--- config.mk ---
export PLATFORM = sky130hd
export DESIGN_NAME = iir_filter_transposed_df2_unit_flat
export DESIGN_NICKNAME = d
export VERILOG_FILES = /design/src/design/iir_tdf2_pkg.sv /design/src/design/iir_tdf2_in_if.sv /design/src/design/iir_tdf2_out_if.sv /design/src/design/iir_tdf2_cfg_if.sv /design/src/design/iir_tdf2_regs.sv /design/src/design/iir_filter_transposed_df2_unit.sv /design/src/flat_wrapper.sv
export SDC_FILE = /design/constraint.sdc
export NUM_CORES = 2
export LEC_CHECK = 0
export ABC_AREA = 0
export BUFFER_PORTS_ARGS = -buffer_cell sky130_fd_sc_hd__buf_2
export CORE_UTILIZATION = 59
export CTS_CLUSTER_SIZE = 14
export DETAILED_ROUTE_END_ITERATION = 12
export PLACE_DENSITY_LB_ADDON = 0.1
export SETUP_SLACK_MARGIN = 0.02
export SYNTH_ARGS = -nofsm -noshare
export SYNTH_HDL_FRONTEND = slang
export SYNTH_HIERARCHICAL = 1
export SYNTH_SLANG_ARGS = --single-unit
--- constraint.sdc ---
create_clock -name i_clk -period 10.75 [get_ports i_clk]
set_input_delay 3.225 -clock i_clk [delete_from_list [all_inputs] [get_ports i_clk]]
set_output_delay 3.225 -clock i_clk [all_outputs]
set_load 0.005 [all_outputs]
--- src/design/iir_tdf2_pkg.sv ---
package iir_tdf2_pkg;

    localparam int COEF_W     = 18;
    localparam int DELAY_W    = 48;
    localparam int MAX_DELAYS = 3;
    localparam int NUM_REGS   = 7;
    localparam int CFG_IDX_W  = 3;

    typedef logic signed [COEF_W-1:0]  t_coef;
    typedef t_coef [NUM_REGS-1:0]      t_coef_bank;
    typedef logic [CFG_IDX_W-1:0]      t_reg_idx;
    typedef logic signed [DELAY_W-1:0] t_delay;

    // register map
    localparam t_reg_idx REG_B0 = 3'd0;
    localparam t_reg_idx REG_B1 = 3'd1;
    localparam t_reg_idx REG_B2 = 3'd2;
    localparam t_reg_idx REG_B3 = 3'd3;
    localparam t_reg_idx REG_A1 = 3'd4;
    localparam t_reg_idx REG_A2 = 3'd5;
    localparam t_reg_idx REG_A3 = 3'd6;

    // item kinds
    localparam logic OP_FILTER = 1'b0;
    localparam logic OP_LOAD   = 1'b1;

    // b0 = 1.0 in Q4.14
    localparam t_coef COEF_B0_RESET = 18'sd16384;

endpackage

--- src/design/iir_tdf2_in_if.sv ---
interface iir_tdf2_in_if #(
    parameter int SAMPLE_WIDTH = 16
) ();
    logic                           valid;
    logic                           ready;
    logic                           operation;
    logic signed [SAMPLE_WIDTH-1:0] value;
    logic [1:0]                     delay_index;

    modport source (output valid, operation, value, delay_index, input ready);
    modport sink   (input valid, operation, value, delay_index, output ready);
endinterface

--- src/design/iir_tdf2_out_if.sv ---
interface iir_tdf2_out_if #(
    parameter int SAMPLE_WIDTH = 16
) ();
    logic                           valid;
    logic                           ready;
    logic signed [SAMPLE_WIDTH-1:0] filtered_sample;
    logic                           saturated;

    modport source (output valid, filtered_sample, saturated, input ready);
    modport sink   (input valid, filtered_sample, saturated, output ready);
endinterface

--- src/design/iir_tdf2_cfg_if.sv ---
interface iir_tdf2_cfg_if
    import iir_tdf2_pkg::*;
();
    logic     valid;
    logic     ready;
    t_reg_idx index;
    t_coef    data;

    modport source (output valid, index, data, input ready);
    modport sink   (input valid, index, data, output ready);
endinterface

--- src/design/iir_tdf2_regs.sv ---
module iir_tdf2_regs
    import iir_tdf2_pkg::*;
(
    input  logic         i_clk,
    input  logic         i_rst_n,
    iir_tdf2_cfg_if.sink i_cfg,
    output t_coef_bank   o_coefs
);

    t_coef_bank r_coefs;

    // always accepts; index 7 falls through
    assign i_cfg.ready = 1'b1;
    assign o_coefs     = r_coefs;

    always_ff @(posedge i_clk) begin
        if (!i_rst_n) begin
            r_coefs         <= '0;
            r_coefs[REG_B0] <= COEF_B0_RESET;
        end else begin
            for (int k = 0; k < NUM_REGS; k++) begin
                if (i_cfg.valid && i_cfg.index == CFG_IDX_W'(k)) begin
                    r_coefs[k] <= i_cfg.data;
                end
            end
        end
    end

endmodule

--- src/design/iir_filter_transposed_df2_unit.sv ---
// Channel   Dir  Handshake      Payload
// i_smp     in   valid/ready    operation, value, delay_index
// o_res     out  valid/ready    filtered_sample, saturated
// i_cfg     in   valid/ready    index, data (coefficient registers 0..6)
//
// A sample transfer drops ready until the sequencer is back in idle, so a new sample
// is taken only once the last is through: one shared 18 x SAMPLE_WIDTH multiplier
// forms all 2*NUM_COEFFS-1 products in turn. A load transfer writes its delay
// element at the transfer edge and ready stays high. Reset is synchronous, active low:
// delays cleared, b0 = 1.0. The result sits in an output register; only a new result
// finding it still full stalls the sequencer, for as long as the register stays blocked.
module iir_filter_transposed_df2_unit
    import iir_tdf2_pkg::*;
#(
    parameter int NUM_COEFFS     = 4,
    parameter int SAMPLE_WIDTH   = 16,
    parameter int COEF_FRAC_BITS = 14
) (
    input  logic           i_clk,
    input  logic           i_rst_n,
    iir_tdf2_in_if.sink    i_smp,
    iir_tdf2_out_if.source o_res,
    iir_tdf2_cfg_if.sink   i_cfg
);

    localparam int NDELAY  = NUM_COEFFS - 1;
    localparam int PROD_W  = COEF_W + SAMPLE_WIDTH;
    localparam int LD_W    = SAMPLE_WIDTH + COEF_FRAC_BITS;
    localparam int MAX_PD  = (PROD_W > DELAY_W) ? PROD_W : DELAY_W;
    localparam int MAX_ALL = (LD_W > MAX_PD) ? LD_W : MAX_PD;
    // room for three terms of the delay update
    localparam int ACC_W   = MAX_ALL + 2;

    localparam logic [1:0] LAST_J = 2'(NUM_COEFFS - 1);

    localparam logic signed [ACC_W-1:0] D_MAX =
        {{(ACC_W-DELAY_W+1){1'b0}}, {(DELAY_W-1){1'b1}}};
    localparam logic signed [ACC_W-1:0] D_MIN =
        {{(ACC_W-DELAY_W+1){1'b1}}, {(DELAY_W-1){1'b0}}};
    localparam logic signed [ACC_W-1:0] S_MAX =
        {{(ACC_W-SAMPLE_WIDTH+1){1'b0}}, {(SAMPLE_WIDTH-1){1'b1}}};
    localparam logic signed [ACC_W-1:0] S_MIN =
        {{(ACC_W-SAMPLE_WIDTH+1){1'b1}}, {(SAMPLE_WIDTH-1){1'b0}}};
    localparam logic signed [SAMPLE_WIDTH-1:0] Y_MAX = {1'b0, {(SAMPLE_WIDTH-1){1'b1}}};
    localparam logic signed [SAMPLE_WIDTH-1:0] Y_MIN = {1'b1, {(SAMPLE_WIDTH-1){1'b0}}};
    // round half up before the floor shift
    localparam logic signed [ACC_W-1:0] HALF = ACC_W'(1) << (COEF_FRAC_BITS - 1);

    // sequencer codes
    localparam logic [2:0] ST_IDLE = 3'd0;  // waiting for a transfer
    localparam logic [2:0] ST_MB0  = 3'd1;  // b0*x
    localparam logic [2:0] ST_Y    = 3'd2;  // y from b0*x + d0; b1*x
    localparam logic [2:0] ST_AJ   = 3'd3;  // b[j]*x + d[j]; a[j]*y
    localparam logic [2:0] ST_DJ   = 3'd4;  // d[j-1] update; b[j+1]*x
    localparam logic [2:0] ST_WAIT = 3'd5;  // output register still full

    function automatic t_delay f_sat_delay(input logic signed [ACC_W-1:0] v);
        if (v > D_MAX) begin
            return D_MAX[DELAY_W-1:0];
        end else if (v < D_MIN) begin
            return D_MIN[DELAY_W-1:0];
        end
        return v[DELAY_W-1:0];
    endfunction

    t_coef_bank coefs;

    logic [2:0] r_state;
    logic [2:0] n_state;
    logic [1:0] r_j;

    logic signed [SAMPLE_WIDTH-1:0] r_x;
    logic signed [SAMPLE_WIDTH-1:0] r_y;
    logic                           r_sat;
    logic signed [PROD_W-1:0]       r_prod;
    logic signed [ACC_W-1:0]        r_acc;
    t_delay                         r_d [MAX_DELAYS];

    logic                           r_out_valid;
    logic signed [SAMPLE_WIDTH-1:0] r_out_sample;
    logic                           r_out_sat;

    logic                           in_xfer;
    logic                           ld_en;
    logic                           out_free;
    logic                           result_load;
    t_reg_idx                       coef_sel;
    t_coef                          mul_coef;
    logic signed [SAMPLE_WIDTH-1:0] mul_opd;
    t_delay                         d_next;
    t_delay                         ld_sat;
    t_delay                         upd_sat;
    logic signed [ACC_W-1:0]        y_acc;
    logic signed [ACC_W-1:0]        y_shift;
    logic signed [SAMPLE_WIDTH-1:0] y_val;
    logic                           y_clip;

    iir_tdf2_regs u_regs (
        .i_clk   (i_clk),
        .i_rst_n (i_rst_n),
        .i_cfg   (i_cfg),
        .o_coefs (coefs)
    );

    assign i_smp.ready = (r_state == ST_IDLE);
    assign in_xfer     = i_smp.valid && i_smp.ready;
    assign ld_en       = in_xfer && (i_smp.operation == OP_LOAD);
    assign out_free    = !r_out_valid || o_res.ready;
    assign result_load = ((r_state == ST_DJ && r_j == LAST_J) || r_state == ST_WAIT)
                         && out_free;

    // ---- shared multiplier: operand selection per step ----
    always_comb begin
        case (r_state)
            ST_MB0:  coef_sel = REG_B0;
            ST_Y:    coef_sel = REG_B1;
            ST_AJ:   coef_sel = REG_B3 + CFG_IDX_W'(r_j);  // a[j]
            default: coef_sel = REG_B1 + CFG_IDX_W'(r_j);  // b[j+1]
        endcase
    end

    assign mul_coef = coefs[coef_sel];
    assign mul_opd  = (r_state == ST_AJ) ? r_y : r_x;

    // d[j]; the top delay reads zero (unused entries are never written)
    always_comb begin
        case (r_j)
            2'd1:    d_next = r_d[1];
            2'd2:    d_next = r_d[2];
            default: d_next = '0;
        endcase
    end

    // ---- output: round, floor shift, clip ----
    assign y_acc   = ACC_W'(r_prod) + ACC_W'(r_d[0]) + HALF;
    assign y_shift = y_acc >>> COEF_FRAC_BITS;
    always_comb begin
        y_clip = 1'b1;
        if (y_shift > S_MAX) begin
            y_val = Y_MAX;
        end else if (y_shift < S_MIN) begin
            y_val = Y_MIN;
        end else begin
            y_val  = y_shift[SAMPLE_WIDTH-1:0];
            y_clip = 1'b0;
        end
    end

    // delay update: (b[j]*x + d[j]) - a[j]*y
    assign upd_sat = f_sat_delay(r_acc - ACC_W'(r_prod));
    // load item: value in sample units scaled up to the delay format
    assign ld_sat  = f_sat_delay(ACC_W'($signed(i_smp.value)) <<< COEF_FRAC_BITS);

    // ---- sequencer ----
    always_comb begin
        n_state = r_state;
        unique case (r_state)
            ST_IDLE: begin
                if (in_xfer && i_smp.operation == OP_FILTER) begin
                    n_state = ST_MB0;
                end
            end
            ST_MB0: n_state = ST_Y;
            ST_Y:   n_state = ST_AJ;
            ST_AJ:  n_state = ST_DJ;
            ST_DJ: begin
                if (r_j != LAST_J) begin
                    n_state = ST_AJ;
                end else if (out_free) begin
                    n_state = ST_IDLE;
                end else begin
                    n_state = ST_WAIT;
                end
            end
            ST_WAIT: begin
                if (out_free) begin
                    n_state = ST_IDLE;
                end
            end
            default: n_state = ST_IDLE;
        endcase
    end

    always_ff @(posedge i_clk) begin
        if (!i_rst_n) begin
            r_state     <= ST_IDLE;
            r_j         <= 2'd1;
            r_out_valid <= 1'b0;
        end else begin
            r_state <= n_state;
            if (r_state == ST_Y) begin
                r_j <= 2'd1;
            end else if (r_state == ST_DJ && r_j != LAST_J) begin
                r_j <= r_j + 2'd1;
            end
            if (result_load) begin
                r_out_valid <= 1'b1;
            end else if (o_res.ready) begin
                r_out_valid <= 1'b0;
            end
        end
    end

    // ---- datapath registers ----
    always_ff @(posedge i_clk) begin
        r_prod <= PROD_W'(mul_coef) * PROD_W'(mul_opd);
        if (in_xfer) begin
            r_x <= i_smp.value;
        end
        if (r_state == ST_Y) begin
            r_y   <= y_val;
            r_sat <= y_clip;
        end
        if (r_state == ST_AJ) begin
            r_acc <= ACC_W'(r_prod) + ACC_W'(d_next);
        end
        if (result_load) begin
            r_out_sample <= r_y;
            r_out_sat    <= r_sat;
        end
    end

    // delay line; an out-of-range load index is dropped
    always_ff @(posedge i_clk) begin
        if (!i_rst_n) begin
            for (int k = 0; k < MAX_DELAYS; k++) begin
                r_d[k] <= '0;
            end
        end else begin
            for (int k = 0; k < MAX_DELAYS; k++) begin
                if (ld_en && i_smp.delay_index == 2'(k) && k < NDELAY) begin
                    r_d[k] <= ld_sat;
                end else if (r_state == ST_DJ && r_j == 2'(k + 1)) begin
                    r_d[k] <= upd_sat;
                end
            end
        end
    end

    assign o_res.valid           = r_out_valid;
    assign o_res.filtered_sample = r_out_sample;
    assign o_res.saturated       = r_out_sat;

    // ---- checks ----
    a_busy_after_sample: assert property (@(posedge i_clk) disable iff (!i_rst_n)
        (in_xfer && i_smp.operation == OP_FILTER) |=> !i_smp.ready)
        else $error("block ready right after a sample transfer");

    a_load_stays_idle: assert property (@(posedge i_clk) disable iff (!i_rst_n)
        ld_en |=> (r_state == ST_IDLE))
        else $error("load item started the sequencer");

    a_tap_range: assert property (@(posedge i_clk) disable iff (!i_rst_n)
        (r_state == ST_AJ || r_state == ST_DJ) |-> (r_j != 2'd0 && r_j <= LAST_J))
        else $error("tap counter out of range");

    a_result_source: assert property (@(posedge i_clk) disable iff (!i_rst_n)
        $rose(r_out_valid) |-> ($past(r_state) == ST_DJ || $past(r_state) == ST_WAIT))
        else $error("result appeared outside the final step");

    a_clip_value: assert property (@(posedge i_clk) disable iff (!i_rst_n)
        (r_out_valid && r_out_sat) |->
            (r_out_sample == Y_MAX || r_out_sample == Y_MIN))
        else $error("clip flag without a rail value");

endmodule
--- src/flat_wrapper.sv ---
// flat-port wrapper written by rule: the top's interface ports become plain ports
module iir_filter_transposed_df2_unit_flat import iir_tdf2_pkg::*;
#(
    parameter int NUM_COEFFS     = 4,
    parameter int SAMPLE_WIDTH   = 16,
    parameter int COEF_FRAC_BITS = 14
)
  (i_clk, i_rst_n, i_smp_valid, i_smp_operation, i_smp_value, i_smp_delay_index, i_smp_ready, o_res_valid, o_res_filtered_sample, o_res_saturated, o_res_ready, i_cfg_valid, i_cfg_index, i_cfg_data, i_cfg_ready);
  iir_tdf2_in_if #(.SAMPLE_WIDTH(SAMPLE_WIDTH)) i_smp_i ();
  iir_tdf2_out_if #(.SAMPLE_WIDTH(SAMPLE_WIDTH)) o_res_i ();
  iir_tdf2_cfg_if i_cfg_i ();
  input  logic i_clk;
  input  logic i_rst_n;
  input wire logic [$bits(i_smp_i.valid)-1:0] i_smp_valid;
  input wire logic [$bits(i_smp_i.operation)-1:0] i_smp_operation;
  input wire logic [$bits(i_smp_i.value)-1:0] i_smp_value;
  input wire logic [$bits(i_smp_i.delay_index)-1:0] i_smp_delay_index;
  output wire logic [$bits(i_smp_i.ready)-1:0] i_smp_ready;
  output wire logic [$bits(o_res_i.valid)-1:0] o_res_valid;
  output wire logic [$bits(o_res_i.filtered_sample)-1:0] o_res_filtered_sample;
  output wire logic [$bits(o_res_i.saturated)-1:0] o_res_saturated;
  input wire logic [$bits(o_res_i.ready)-1:0] o_res_ready;
  input wire logic [$bits(i_cfg_i.valid)-1:0] i_cfg_valid;
  input wire logic [$bits(i_cfg_i.index)-1:0] i_cfg_index;
  input wire logic [$bits(i_cfg_i.data)-1:0] i_cfg_data;
  output wire logic [$bits(i_cfg_i.ready)-1:0] i_cfg_ready;
  assign i_smp_i.valid = i_smp_valid;
  assign i_smp_i.operation = i_smp_operation;
  assign i_smp_i.value = i_smp_value;
  assign i_smp_i.delay_index = i_smp_delay_index;
  assign i_smp_ready = i_smp_i.ready;
  assign o_res_valid = o_res_i.valid;
  assign o_res_filtered_sample = o_res_i.filtered_sample;
  assign o_res_saturated = o_res_i.saturated;
  assign o_res_i.ready = o_res_ready;
  assign i_cfg_i.valid = i_cfg_valid;
  assign i_cfg_i.index = i_cfg_index;
  assign i_cfg_i.data = i_cfg_data;
  assign i_cfg_ready = i_cfg_i.ready;
  iir_filter_transposed_df2_unit #(.NUM_COEFFS(NUM_COEFFS), .SAMPLE_WIDTH(SAMPLE_WIDTH), .COEF_FRAC_BITS(COEF_FRAC_BITS)) u_core (.i_clk(i_clk), .i_rst_n(i_rst_n), .i_smp(i_smp_i), .o_res(o_res_i), .i_cfg(i_cfg_i));
endmodule
Yosys cells after proc, flatten, opt, wreduce, memory -nomap -nowiden
Memory sizes are Yosys's and may differ from the RTL's. Index checks and enable logic that the tools add are counted.

Magnitude comparators: 7. Bitwise operators: 8. Reductions and logical operators: 27. Multiplexer cells: 52. Add/subtract/negate cells: 7. Multipliers: 1. Equality and inequality tests: 19.

Operators with widths (count): 48-bit two-way mux (12); 34-bit by 48-bit adder with 49-bit output (2); 48-bit case mux with 2 select lines (1); 18-bit binary-select mux with 3-bit select (1); 49-bit by 15-bit adder with 50-bit output, second input constant (1); 50-bit by 48-bit greater-than comparator with 1-bit output, second input constant (1); 50-bit by 48-bit less-than comparator with 1-bit output, second input constant (1); 50-bit by 34-bit subtractor with 50-bit output (1); 30-bit by 48-bit greater-than comparator with 1-bit output, second input constant (1); 30-bit by 48-bit less-than comparator with 1-bit output, second input constant (1); 36-bit by 16-bit greater-than comparator with 1-bit output, second input constant (1); 36-bit by 16-bit less-than comparator with 1-bit output, second input constant (1); 18-bit by 16-bit multiplier with 34-bit output (1); 16-bit two-way mux (2); 1-bit two-way mux (29); 1-bit logical AND (18); 18-bit two-way mux (1); 3-bit case mux with 6 select lines (1); 3-bit equality test, second input constant (5); 3-bit by 2-bit equality test with 1-bit output, second input constant (4); 3-bit two-way mux (4); 3-bit case mux with 3 select lines (1); 2-bit equality test, second input constant (3); 3-bit by 1-bit equality test with 1-bit output, second input constant (2); 16 further kinds (26).

Memory bits (writable): 144. Memories kept: 1. Register bits: 266. Output and inout port bits: 20. Input port bits: 45.

Memory list: u_core.r_d (depth 3, bits a word 48, rd ports 3, clocked after Yosys merged registers in 0, write ports 3, line iir_filter_transposed_df2_unit.sv:77) `t_delay r_d [MAX_DELAYS];`.

Depth between registers and ports, before layout
Word-level depth: 9. Mapped depth: 40.

Cells and area by module
The synthesis kept the hierarchy.

Modules (own cells, without submodules): iir_filter_transposed_df2_unit (area each 31196.2 um^2, instances 1, cells an instance 3388); iir_tdf2_regs (area each 4585.6 um^2, instances 1, cells an instance 437).

Worst setup path before layout
OpenSTA, ideal clock, no wires.

Path kind: register to register. From: register u_core.r_state[1]. To: register u_core.r_prod[33]. Period minus slack after synthesis: 10272 ps. Arrival time: 10200 ps. Stages on the path, launching flop included: 38. Path buffers: 5. Setup time: 72 ps. Slack: 478 ps. Path through: dfxtp_1 -> clkbuf_1 -> inv_1 -> nor2_1 -> nand2_1 -> clkbuf_1 -> inv_1 -> fa_1 -> nor2b_1 -> clkbuf_1 -> and2_1 -> clkbuf_1 -> clkbuf_1 -> nand2_1 -> o21ai_0 -> a21oi_1 -> nor2_1 -> fa_1 -> (+2 left out) -> fa_1 -> inv_1 -> ha_1 -> fa_1 -> inv_1 -> fa_1 -> inv_1 -> ha_1 -> or3_1 -> o2111a_1 -> o21ai_0 -> a21oi_1 -> a21oi_1 -> a311oi_1 -> a2111oi_0 -> o31ai_1 -> a21oi_1 -> xnor2_1.

Word-level cells in the longest chain between the ends: 5. Elaborated cells between the ends (all ways): 8. Classes of those cells: 1 x mul; 3 x eq/ne; 4 x mux.

Ends and longest elaborated chain: start, declared (line iir_filter_transposed_df2_unit.sv:68) `logic [2:0] r_state;`; start signal, assigned (line iir_filter_transposed_df2_unit.sv:190) `r_state <= n_state;`; 3-bit by 2-bit equality test with 1-bit output (tied with other cells) (line iir_filter_transposed_df2_unit.sv:114, iir_filter_transposed_df2_unit.sv:123); 3-bit case mux with 3 select lines (line iir_filter_transposed_df2_unit.sv:114) `case (r_state)`; 18-bit binary-select mux with 3-bit select (line iir_filter_transposed_df2_unit.sv:122) `assign mul_coef = coefs[coef_sel];`; 18-bit two-way mux (not written as such) (line iir_filter_transposed_df2_unit.sv:122); 18-bit by 16-bit multiplier with 34-bit output * (line iir_filter_transposed_df2_unit.sv:206) `r_prod <= PROD_W'(mul_coef) * PROD_W'(mul_opd);`; end signal, assigned (line iir_filter_transposed_df2_unit.sv:206); end, declared (line iir_filter_transposed_df2_unit.sv:75) `logic signed [PROD_W-1:0] r_prod;`.

Mark *: on every way between the ends. The rest lies on a longest branch, timed or not. The select of a mux whose other input is x is not followed. A chain may end at the register's enable or synchronous reset.

Worst setup path after layout
Same ends and word-level chain as after synthesis.

==> flow_summary.ini <==
[status]
status = finished, final reports clean

[timing]
fmax_mhz = 98.9
relSlewSlack_pct = 24.9
finClkSkew_ns = 0.0436
rsz0062_at_grt = false
maxSlewViolCount = 0
hold_violations = 0
setup-tns-final_ns = 0
min_period_over_period_pct = 94.1
setup_viol = 0
fin_crit_ns = 10.11
worst_slew_pin_slew_ns = 1.12

[routing]
wl_per_cell_microns = 22.4
vias = 28600
dr.pass1.iters = 6
antenna_left = 0
drc = 0
drt_iter0_markers = 2703
vias_per_cell = 6.16
routed_wl_mm = 104

[global_route]
grt_usage_pct = 34.4
antenna_found_initial = 0
gr-total-overflow = 0
grt_first_pass_wirelength_mm = 161
grt_max_degree = 80
grt_pass1_vias = 27400

[setup_path]
crit_start = u_core/r_state[1]$_SDFFE_PN0P_
r2r-end = u_core/r_prod[33]$_DFF_P_
crit_end = u_core/r_prod[33]$_DFF_P_
slowest_delay_ns = 0.92
reg2reg_depth = 32
crit_type = flop to flop
regToRegStartpoint = u_core/r_state[1]$_SDFFE_PN0P_
timing.reg2reg.setup_slack_ns = 0.64
arrival_ns = 10.61
cp.depth = 32
worstPathMaxFanout = 54
cp.required_ns = 11.24
critPathTopFamily = adder cells
worstSetupStartpointType = flop
path_common_cell = fa_1
cpMaxStageDelayCell = a2111oi_0
path_buf_inv = 8
cp-end-kind = flop

[die]
die_y_microns = 248
rows = 89
start_util_pct = 60.2
die_x_microns = 248
die-area_sq_um = 61600
core_area_sq_um = 59500
num_io_pins = 65

[final_layout]
final_nets = 4452
fillers = 5010
fin_util_pct = 64.8
diodes = 0
layout-drive-gt1-share_pct = 7.36
stdcell_count = 4645
area_growth_pct = 7.72

[yosys]
yosys.area_share.simple_pct = 13.4
synthMuxAreaShare_pct = 4.89
syn_area_sq_um = 35800
ys_types = 99
syn_area_per_cell_sq_um = 9.35
yosys_warnings = 6
yosysSeqAreaShare_pct = 29.7
synthArstFlopShare_pct = 0
syn-num-nets = 4443
synth_edf_count = 243
synthAdderAreaFrac_pct = 26.2
ys_ff_latch = 409
synth_compound_area_share_pct = 15.5
synth_xor_area_share_pct = 3.62
postSynth.topFlopCell = edfxtp_1
synth_top_family_by_area = adder cells
synthCells = 3825

[clock_network]
clk_latency_ns = 0.63
post_cts_buffers = 0
cts-hold-fix-buffers = 0
clock-sinks = 409
clock-root-buffer = clkbuf_16
numCtsBuffers = 47
htreeDepth = 2
postCtsResizedCells = 0
cts_buffer_depth = 3
cts_tree = done
clkTransAtPathRegs_ns = 0.06

[placed_design]
gp_congestion = 1.00
dp_hpwl_mm = 78.6
dp_cells = 4558
portBuffers = 63

[worst_hold_path]
hold_class = flop to flop

[job]
cap_violations = 0
final cells by class:
cell class | count | area (sq um) | area share, %
tap | 773 | 967 | 2.51
clock inverter | 29 | 404 | 1.05
clock buffer | 58 | 1270 | 3.29
timing repair buffer | 121 | 753 | 1.95
inverter | 457 | 1720 | 4.45
multi-input combinational | 2798 | 22800 | 59.2
sequential | 409 | 10600 | 27.6
layer usage:
metal  vias up  track usage, %  part of all wire (%)
met5         -               0                     0
met2      1335            50.4                    42
li1      13200               -                     -
met1     14000            50.9                    45
met4         0            8.05                   2.0
met3       141            8.66                    11
worst min-delay path by stage:
stage                                           from                               end  slack, ns  cells after the start
after global routing      u_core/r_sat$_SDFFCE_PN1N_  u_core/o_res.saturated$_DFFE_PP_       0.46                      0
after global placement    u_core/r_sat$_SDFFCE_PN1N_  u_core/o_res.saturated$_DFFE_PP_       0.42                      0
after CTS                 u_core/r_sat$_SDFFCE_PN1N_  u_core/o_res.saturated$_DFFE_PP_       0.45                      0
after floorplan           u_core/r_sat$_SDFFCE_PN1N_  u_core/o_res.saturated$_DFFE_PP_       0.40                      0
final                     u_core/r_sat$_SDFFCE_PN1N_  u_core/o_res.saturated$_DFFE_PP_       0.44                      0
after detailed placement  u_core/r_sat$_SDFFCE_PN1N_  u_core/o_res.saturated$_DFFE_PP_       0.44                      0
cell usage in the layout (no fill, tap or decap), types with 30 or more instances in the layout:
master     count
xnor2_1       99
edfxtp_1     243
fa_1         293
nand2_1      476
nand3_1       42
a21o_1        99
o21ai_0      173
buf_2         62
dfxtp_1      166
buf_4         59
a22oi_1       94
inv_1        456
o22ai_1       45
clkbuf_16     47
a21oi_1      170
ha_1         278
nand2b_1      30
mux2i_1      158
a211oi_1      35
and2_1        30
nand4_1       33
nor2_1       296
xor2_1        49
sequential cells by signal (all words and copies together), names as in the netlist:
| signal | flops |
|---|---|
| u_core/o_res.filtered_sample | 16 |
| u_core/o_res.saturated | 1 |
| u_core/o_res.valid | 1 |
| u_core/r_acc | 49 |
| u_core/r_d | 144 |
| u_core/r_j | 2 |
| u_core/r_prod | 34 |
| u_core/r_sat | 1 |
| u_core/r_state | 3 |
| u_core/r_x | 16 |
| u_core/r_y | 16 |
| u_core/u_regs/o_coefs | 126 |
synthesized netlist by cell type, types with 6 or more instances:
master / instances / area share (%)
a2111oi_0: 11 / 0.27
a211oi_1: 35 / 0.73
a21o_1: 99 / 2.1
a21oi_1: 173 / 2.4
a221oi_1: 9 / 0.22
a22oi_1: 95 / 2.0
a311oi_1: 20 / 0.49
a31oi_1: 26 / 0.45
and2_0: 6 / 0.10
and2_1: 30 / 0.52
and3_1: 27 / 0.47
buf_1: 15 / 0.16
buf_2: 23 / 0.32
clkbuf_1: 114 / 1.2
dfxtp_1: 166 / 9.3
edfxtp_1: 243 / 20
fa_1: 293 / 16
ha_1: 280 / 9.8
inv_1: 457 / 4.8
mux2_2: 12 / 0.38
mux2i_1: 159 / 4.4
nand2_1: 476 / 5.0
nand2b_1: 30 / 0.52
nand3_1: 44 / 0.62
nand4_1: 33 / 0.58
nor2_1: 296 / 3.1
nor2b_1: 23 / 0.40
nor3_1: 28 / 0.39
o2111ai_1: 8 / 0.20
o211a_1: 6 / 0.17
o211ai_1: 14 / 0.29
o21a_1: 27 / 0.57
o21ai_0: 173 / 2.4
o21ai_1: 6 / 0.084
o21ai_2: 12 / 0.29
o21bai_1: 22 / 0.46
o22ai_1: 45 / 0.79
o31ai_1: 12 / 0.25
or2_2: 13 / 0.23
or3_1: 11 / 0.19
xnor2_1: 99 / 2.4
xor2_1: 49 / 1.2
kinds of logic after synthesis:
logic type,after synthesis
flip-flops,409
other,1
XOR/XNOR,148
buffers and inverters,618
AO/OA/AOI/OAI,839
adder cells (fa/ha/maj),573
multiplexers,172
AND/OR/NAND/NOR,1065
through the flow:
step | cell area, sq um | worst slack, ns | hold slack, ns
after floorplan | 35800 | 0.478 | 0.400
after global placement | 36900 | 1.08 | 0.422
after detailed placement | 36900 | 0.912 | 0.435
after CTS | 38500 | 0.887 | 0.450
after global routing | 38500 | 0.0549 | 0.460
final | 38500 | 0.639 | 0.441
Power is not shown: default switching activity piles up to over one toggle a cycle in this logic, so the estimate is an artifact.
